**src/rtl/modexp_pkg.sv**
```systemverilog
// ----------------------------------------------------------------------------
// modexp_pkg
// Shared constants and controller/datapath interface types for the modular
// exponentiation block.
// ----------------------------------------------------------------------------
package modexp_pkg;

    localparam int          DATA_W        = 32;   // width of every stream field
    localparam int          WIDTH_DEFAULT = 32;   // operand width
    localparam logic [31:0] MODULUS_RESET = 32'd7;

    // controller -> datapath
    typedef struct packed {
        logic load;       // capture operands, clear product, acc = 1
        logic mul_init;   // start a modular product of acc and (acc or base)
        logic mul_base;   // multiplier is the reduced base, else acc
        logic step;       // one double-and-add step
        logic base_wr;    // reduced base <= product
        logic acc_wr;     // acc <= product
        logic exp_shift;  // advance to next exponent bit
        logic res_wr;     // output register <= result
    } t_dp_cmd;

    // datapath -> controller
    typedef struct packed {
        logic exp_msb;    // current exponent bit
    } t_dp_sts;

endpackage

```
**src/rtl/modexp_dp.sv**
```systemverilog
// ----------------------------------------------------------------------------
// modexp_dp
// Datapath: modulus register, operand registers and a shared bit-serial
// double-and-add modular step used both for base reduction and products.
// ----------------------------------------------------------------------------
module modexp_dp #(
    parameter int WIDTH = modexp_pkg::WIDTH_DEFAULT
) (
    input  logic                         i_clk,
    input  logic                         i_rst_n,
    input  logic                         i_cfg_we,
    input  logic [modexp_pkg::DATA_W-1:0] i_cfg_wdata,
    input  logic [modexp_pkg::DATA_W-1:0] i_base,
    input  logic [modexp_pkg::DATA_W-1:0] i_exp,
    input  modexp_pkg::t_dp_cmd          i_cmd,
    output modexp_pkg::t_dp_sts          o_sts,
    output logic [modexp_pkg::DATA_W-1:0] o_res
);
    import modexp_pkg::*;

    localparam int SW = WIDTH + 2;

    logic [DATA_W-1:0] r_modulus;
    logic [WIDTH-1:0]  r_m;
    logic [WIDTH-1:0]  r_base;
    logic [WIDTH-1:0]  r_acc;
    logic [WIDTH-1:0]  r_exp;
    logic [WIDTH-1:0]  r_prod;
    logic [WIDTH-1:0]  r_mplr;
    logic [WIDTH-1:0]  r_mcand;
    logic [DATA_W-1:0] r_res;

    logic [SW-1:0]     w_sum;
    logic [SW-1:0]     w_m1;
    logic [SW-1:0]     w_m2;
    logic [SW-1:0]     w_sub;
    logic [SW-1:0]     w_red;
    logic              w_m_small;

    // 2r + bit*a with r, a < m stays below 3m: at most two subtractions of m
    always_comb begin
        w_sum = {1'b0, r_prod, 1'b0} + (r_mplr[WIDTH-1] ? SW'(r_mcand) : '0);
        w_m1  = SW'(r_m);
        w_m2  = {1'b0, r_m, 1'b0};
        if (w_sum >= w_m2) begin
            w_sub = w_m2;
        end else if (w_sum >= w_m1) begin
            w_sub = w_m1;
        end else begin
            w_sub = '0;
        end
        w_red     = w_sum - w_sub;
        w_m_small = (r_m < WIDTH'(2));
    end

    always_ff @(posedge i_clk) begin
        if (!i_rst_n) begin
            r_modulus <= MODULUS_RESET;
        end else if (i_cfg_we) begin
            r_modulus <= i_cfg_wdata;
        end
    end

    always_ff @(posedge i_clk) begin
        if (i_cmd.load) begin
            r_m     <= WIDTH'(r_modulus);
            r_exp   <= WIDTH'(i_exp);
            r_mplr  <= WIDTH'(i_base);
            r_mcand <= WIDTH'(1);   // reduction feeds base bits in one at a time
            r_prod  <= '0;
            r_acc   <= WIDTH'(1);
        end else if (i_cmd.mul_init) begin
            r_prod  <= '0;
            r_mcand <= r_acc;
            r_mplr  <= i_cmd.mul_base ? r_base : r_acc;
        end else if (i_cmd.step) begin
            r_prod  <= w_red[WIDTH-1:0];
            r_mplr  <= {r_mplr[WIDTH-2:0], 1'b0};
        end
        if (i_cmd.base_wr) begin
            r_base <= w_red[WIDTH-1:0];
        end
        if (i_cmd.acc_wr) begin
            r_acc <= w_red[WIDTH-1:0];
        end
        if (i_cmd.exp_shift) begin
            r_exp <= {r_exp[WIDTH-2:0], 1'b0};
        end
        if (i_cmd.res_wr) begin
            r_res <= w_m_small ? '0 : DATA_W'(r_acc);
        end
    end

    assign o_sts.exp_msb = r_exp[WIDTH-1];
    assign o_res         = r_res;

endmodule

```
**src/rtl/modexp_ctrl.sv**
```systemverilog
// ----------------------------------------------------------------------------
// modexp_ctrl
// Controller: sequences base reduction and square-and-multiply over the
// exponent bits, and owns the stream handshakes.
// ----------------------------------------------------------------------------
module modexp_ctrl #(
    parameter int WIDTH = modexp_pkg::WIDTH_DEFAULT
) (
    input  logic                i_clk,
    input  logic                i_rst_n,
    input  logic                i_in_valid,
    output logic                o_in_ready,
    output logic                o_out_valid,
    input  logic                i_out_ready,
    input  modexp_pkg::t_dp_sts i_sts,
    output modexp_pkg::t_dp_cmd o_cmd
);
    import modexp_pkg::*;

    localparam int CW = $clog2(WIDTH);

    typedef enum logic [2:0] {
        ST_IDLE,
        ST_REDUCE,
        ST_MINIT,
        ST_MRUN,
        ST_FIN
    } t_state;

    t_state        r_state, n_state;
    logic [CW-1:0] r_step_cnt, n_step_cnt;
    logic [CW-1:0] r_bit_cnt, n_bit_cnt;
    logic          r_sq, n_sq;
    logic          r_out_valid, n_out_valid;
    t_dp_cmd       w_cmd;

    always_comb begin
        n_state     = r_state;
        n_step_cnt  = r_step_cnt;
        n_bit_cnt   = r_bit_cnt;
        n_sq        = r_sq;
        n_out_valid = r_out_valid;
        w_cmd       = '0;
        if (r_out_valid && i_out_ready) begin
            n_out_valid = 1'b0;
        end
        case (r_state)
            ST_IDLE: begin
                if (i_in_valid) begin
                    w_cmd.load = 1'b1;
                    n_step_cnt = CW'(WIDTH - 1);
                    n_state    = ST_REDUCE;
                end
            end
            ST_REDUCE: begin
                w_cmd.step = 1'b1;
                n_step_cnt = r_step_cnt - 1'b1;
                if (r_step_cnt == '0) begin
                    w_cmd.base_wr = 1'b1;
                    n_bit_cnt     = CW'(WIDTH - 1);
                    n_sq          = 1'b1;
                    n_state       = ST_MINIT;
                end
            end
            ST_MINIT: begin
                w_cmd.mul_init = 1'b1;
                w_cmd.mul_base = !r_sq;
                n_step_cnt     = CW'(WIDTH - 1);
                n_state        = ST_MRUN;
            end
            ST_MRUN: begin
                w_cmd.step = 1'b1;
                n_step_cnt = r_step_cnt - 1'b1;
                if (r_step_cnt == '0) begin
                    w_cmd.acc_wr = 1'b1;
                    if (r_sq && i_sts.exp_msb) begin
                        n_sq    = 1'b0;
                        n_state = ST_MINIT;
                    end else begin
                        w_cmd.exp_shift = 1'b1;
                        n_sq            = 1'b1;
                        n_bit_cnt       = r_bit_cnt - 1'b1;
                        n_state         = (r_bit_cnt == '0) ? ST_FIN : ST_MINIT;
                    end
                end
            end
            ST_FIN: begin
                // output register free or draining this cycle
                if (!r_out_valid || i_out_ready) begin
                    w_cmd.res_wr = 1'b1;
                    n_out_valid  = 1'b1;
                    n_state      = ST_IDLE;
                end
            end
            default: begin
                n_state = ST_IDLE;
            end
        endcase
    end

    always_ff @(posedge i_clk) begin
        if (!i_rst_n) begin
            r_state     <= ST_IDLE;
            r_step_cnt  <= '0;
            r_bit_cnt   <= '0;
            r_sq        <= 1'b1;
            r_out_valid <= 1'b0;
        end else begin
            r_state     <= n_state;
            r_step_cnt  <= n_step_cnt;
            r_bit_cnt   <= n_bit_cnt;
            r_sq        <= n_sq;
            r_out_valid <= n_out_valid;
        end
    end

    assign o_in_ready  = (r_state == ST_IDLE);
    assign o_out_valid = r_out_valid;
    assign o_cmd       = w_cmd;

endmodule

```
**src/rtl/modular_exponentiation.sv**
```systemverilog
// ----------------------------------------------------------------------------
// modular_exponentiation
// base ^ exponent mod modulus by square-and-multiply, bit-serial products.
// ----------------------------------------------------------------------------
// Throughput: one beat at a time; the shared double-and-add step (one
//   multiplier bit per cycle) sets the rate.
// The result register frees the input side while a result waits.
// Synchronous active-low reset: idle, no result pending, modulus = 7.
module modular_exponentiation #(
    parameter int WIDTH = modexp_pkg::WIDTH_DEFAULT
) (
    input  logic                            i_clk,
    input  logic                            i_rst_n,
    input  logic                            i_cfg_we,
    input  logic [modexp_pkg::DATA_W-1:0]   i_cfg_wdata,
    input  logic                            s_axis_tvalid,
    output logic                            s_axis_tready,
    input  logic [2*modexp_pkg::DATA_W-1:0] s_axis_tdata,  // base_value, exponent_value
    output logic                            m_axis_tvalid,
    input  logic                            m_axis_tready,
    output logic [modexp_pkg::DATA_W-1:0]   m_axis_tdata   // power_residue
);
    import modexp_pkg::*;

    t_dp_cmd w_cmd;
    t_dp_sts w_sts;

    modexp_ctrl #(
        .WIDTH (WIDTH)
    ) u_ctrl (
        .i_clk       (i_clk),
        .i_rst_n     (i_rst_n),
        .i_in_valid  (s_axis_tvalid),
        .o_in_ready  (s_axis_tready),
        .o_out_valid (m_axis_tvalid),
        .i_out_ready (m_axis_tready),
        .i_sts       (w_sts),
        .o_cmd       (w_cmd)
    );

    modexp_dp #(
        .WIDTH (WIDTH)
    ) u_dp (
        .i_clk       (i_clk),
        .i_rst_n     (i_rst_n),
        .i_cfg_we    (i_cfg_we),
        .i_cfg_wdata (i_cfg_wdata),
        .i_base      (s_axis_tdata[DATA_W-1:0]),
        .i_exp       (s_axis_tdata[2*DATA_W-1:DATA_W]),
        .i_cmd       (w_cmd),
        .o_sts       (w_sts),
        .o_res       (m_axis_tdata)
    );

endmodule

```
**config.mk**
```make
export PLATFORM = sky130hd
export DESIGN_NAME = modular_exponentiation
export DESIGN_NICKNAME = d
export VERILOG_FILES = /design/src/rtl/modexp_pkg.sv /design/src/rtl/modexp_dp.sv /design/src/rtl/modexp_ctrl.sv /design/src/rtl/modular_exponentiation.sv
export SDC_FILE = /design/constraint.sdc
export NUM_CORES = 1
export LEC_CHECK = 0
export ABC_AREA = 1
export BUFFER_PORTS_ARGS = -buffer_cell sky130_fd_sc_hd__buf_4
export CAP_MARGIN = 20
export CORE_MARGIN = 4
export CORE_UTILIZATION = 43
export DETAILED_ROUTE_END_ITERATION = 8
export GPL_ROUTABILITY_DRIVEN = 0
export PLACE_DENSITY_LB_ADDON = 0.25
export SYNTH_ARGS = -nofsm -noshare
export SYNTH_HDL_FRONTEND = slang
export SYNTH_SLANG_ARGS = --single-unit
export TNS_END_PERCENT = 50
```
**constraint.sdc**
```tcl
create_clock -name i_clk -period 7.2 [get_ports i_clk]
set_input_delay 0.72 -clock i_clk [delete_from_list [all_inputs] [get_ports i_clk]]
set_output_delay 0.72 -clock i_clk [all_outputs]
set_load 0.05 [all_outputs]
```
==> run metrics <==
Routed WL per cell=16.0 µm; CP Data Arrival Time=7.05 ns; worst-case reg-to-reg path depth=34; ys async rst share=0%; Worst slew margin=35.2%; routed vias/inst=between 5 and 6; Post-Route Utilization=51.2%; CP startpoint kind=flip-flop; Crit Path Class=flip-flop to flip-flop; layout cells sized above 1=12.2%; # rows=72; reg2reg end=u_dp.r_acc[28]; setup TNS=0 ns; Seq/Total Area, Yosys=46.7%; Yosys cell types=53; count leader, synth=nand2_1; Worst-Margin Slew=0.972 ns; post-synthesis adder-cell area fraction=9.60%; status=finished clean; GRT Total Usage=19.9%; Final HPWL DP=32.8 mm; Worst-Skew Late Latency=0.55 ns; filler cell count=3709; largest family of logic cells by synthesized area=simple AND/OR/NAND/NOR gates; r2r startpoint=u_dp.r_mplr[31]; vias in the first global route=roughly 14000; Yosys top cell area share=between 30% and 40%; CP most frequent cell=nand2_1; initial detailed-routing violation count=approximately 1200; routed wire length=~44 mm; area leader, netlist=edfxtp_1; DRC violations left=0; Setup WS pre-CTS=0.354 ns; # hold bufs at CTS=0; Critical path buffers and inverters=6; fmax=~150 MHz; crit-path max FO=27; Hold WS=0.397 ns; die height=207 µm; die area=0.0430 mm²; DIE WIDTH=a little over 200 µm; Synth Area in Simple Gates=21.1%; largest net degree at the start of global routing=82; H-tree levels=2; post-synthesis compound-gate area fraction=11.5%; synthesized area per cell=8.18 µm²; Starting Density=between 40% and 50%; EDFF count, synth=191; #FFs+latches synth=303; crit-path leading delay family=compound AO/OA/AOI/OAI gates; Synth Warn #=0; max cap viols=0; IO Port Bufs=134; Total Power=~0.0098 W; setup ws final=0.447 ns; Worst Setup SP=u_dp.r_mplr[31]; Core Box Area=0.0390 mm²; R2R Setup Slk=between 0.4 and 0.5 ns; n_diodes=0; max-slew violations=0; Final min period=6.75 ns; predominant post-synthesis flop cell=edfxtp_1; Critical Path RT=7.49 ns; syn_nets=2321; HP Class=input pin to flip-flop; Critical Path End=u_dp.r_acc[28]; Reg clk slew, reported paths=approximately 0.06 ns; Routed Antenna Nets=0; drt pass-1 iters=6; Synth Cell Area=0.0171 mm²; Clock Sinks=303; CTS root buf=clkbuf_16; antenna violations before repair=0; clk buf depth=3; period utilisation layout=between 90% and 100%; CTS tree=yes; first-pass GRT wire length=70.9 mm; ranking of synthesized cells by area=edfxtp_1 34%, dfxtp_1 13%, nand2_1 12%, ha_1 9.4%, inv_1 6.5%; commonest cells in the netlist=564 x nand2_1, 295 x inv_1, 260 x nor2_1; routed vias=~14000; fraction of synthesized cell area in xor and xnor cells=2.91%; # nets final=2458; Power Density=roughly 490 mW/mm²; GR Overflow Total=0; P_leak=9.57 nW; post-synthesis mux area share=0%; Max IR drop VDD=0.220 mV; CP max stage cell=edfxtp_1; Final Hold Viols=0; setup violators final=0; Stages on worst setup path=34; Max stage delay on crit path=a little over 0.5 ns; CP endpoint kind=flip-flop; Synth Instances=2090; Area Growth Syn to Fin=16.9%; Setup Skew=0.0202 ns; I/O pin count=135; CTS buffer count=34
[flip-flops by register name, indices dropped and copies added, names as in the netlist, 32 cells and up]
signal          flops
u_dp.r_base        32
u_dp.r_modulus     32
u_dp.r_mplr        32
u_dp.r_exp         32
u_dp.o_res         32
u_dp.r_m           32
u_dp.r_acc         32
u_dp.r_mcand       32
u_dp.r_prod        32
[layout by cell type, fill, tap and decap left out, types with 38 or more instances in the layout]
cell,count
nand2_1,562
dfxtp_1,112
edfxtp_1,191
inv_1,294
o21ai_0,76
a21oi_1,100
nor2_1,256
buf_4,166
xor2_1,38
ha_1,126
[area by class of cell]
type                       instances  area [µm²]  area share (%)
sequential                       303        7980            39.9
multi-input combinational       1418        7810            39.1
timing repair buffer             166        1250            6.24
inverter                         304        1140            5.73
clock buffer                      48         985            4.93
tap                              518         648            3.24
clock inverter                    14         170           0.851
[worst reg2reg max path: cells and delay by family, from the launching register on]
family	cells	cell delay (ns)
AOI/OAI and AO/OA	9	1.94
and+or+nand+nor	14	1.48
buffers and inverters	6	1.12
adders and majority gates	3	0.97
DFF	1	0.51
xor gates and xnor gates	2	0.47
[where the power goes]
group	internal (W)	total, W	switching [W]
sequential	0.00237	0.00252	0.000150
combinational	0.00178	0.00551	0.00373
clock	0.00104	0.00177	0.000729
total	0.00520	0.00980	0.00461
[metal layers]
layer / track usage (%) / wire length [µm]
met4: 5.65 / 963
met3: 3.49 / 3230
met2: 29.8 / 18900
met5: 0 / 0
met1: 29.8 / 21300
[per-stage QoR]
| stage | cell area (µm²) | std cells |
|---|---|---|
| 6_report | 20000 | 2771 |
| 5_1_grt | 20000 | 2771 |
| 4_1_cts | 19900 | 2766 |
| 3_5_place_dp | 18700 | 2704 |
| 3_3_place_gp | 18700 | 2704 |
| 2_1_floorplan | 17100 | 2090 |
[worst min path at each step]
stage	startpoint	to	cells after the start
3_5_place_dp	u_dp.r_modulus[10]	u_dp.r_m[10]	0
3_3_place_gp	u_dp.r_modulus[29]	u_dp.r_m[29]	0
6_report	i_cfg_wdata[0]	u_dp.r_modulus[0]	3
5_1_grt	i_cfg_wdata[26]	u_dp.r_modulus[26]	3
4_1_cts	i_cfg_wdata[2]	u_dp.r_modulus[2]	3
2_1_floorplan	u_dp.r_modulus[10]	u_dp.r_m[10]	0
[what timing repair did]
action	4_1_cts	5_1_grt
setup endpoints to repair	0	66
setup buffers	0	5
resized for setup	0	13
[logic make-up (layout without fill, tap and decap cells)]
family / Yosys count / in the layout
simple gates: 912 / 912
xor+xnor: 56 / 56
fa+ha+maj: 130 / 130
compound gates: 320 / 320
buf+inv: 369 / 532
flops: 303 / 303
No activity file was read; power rests on OpenSTA's default activity.
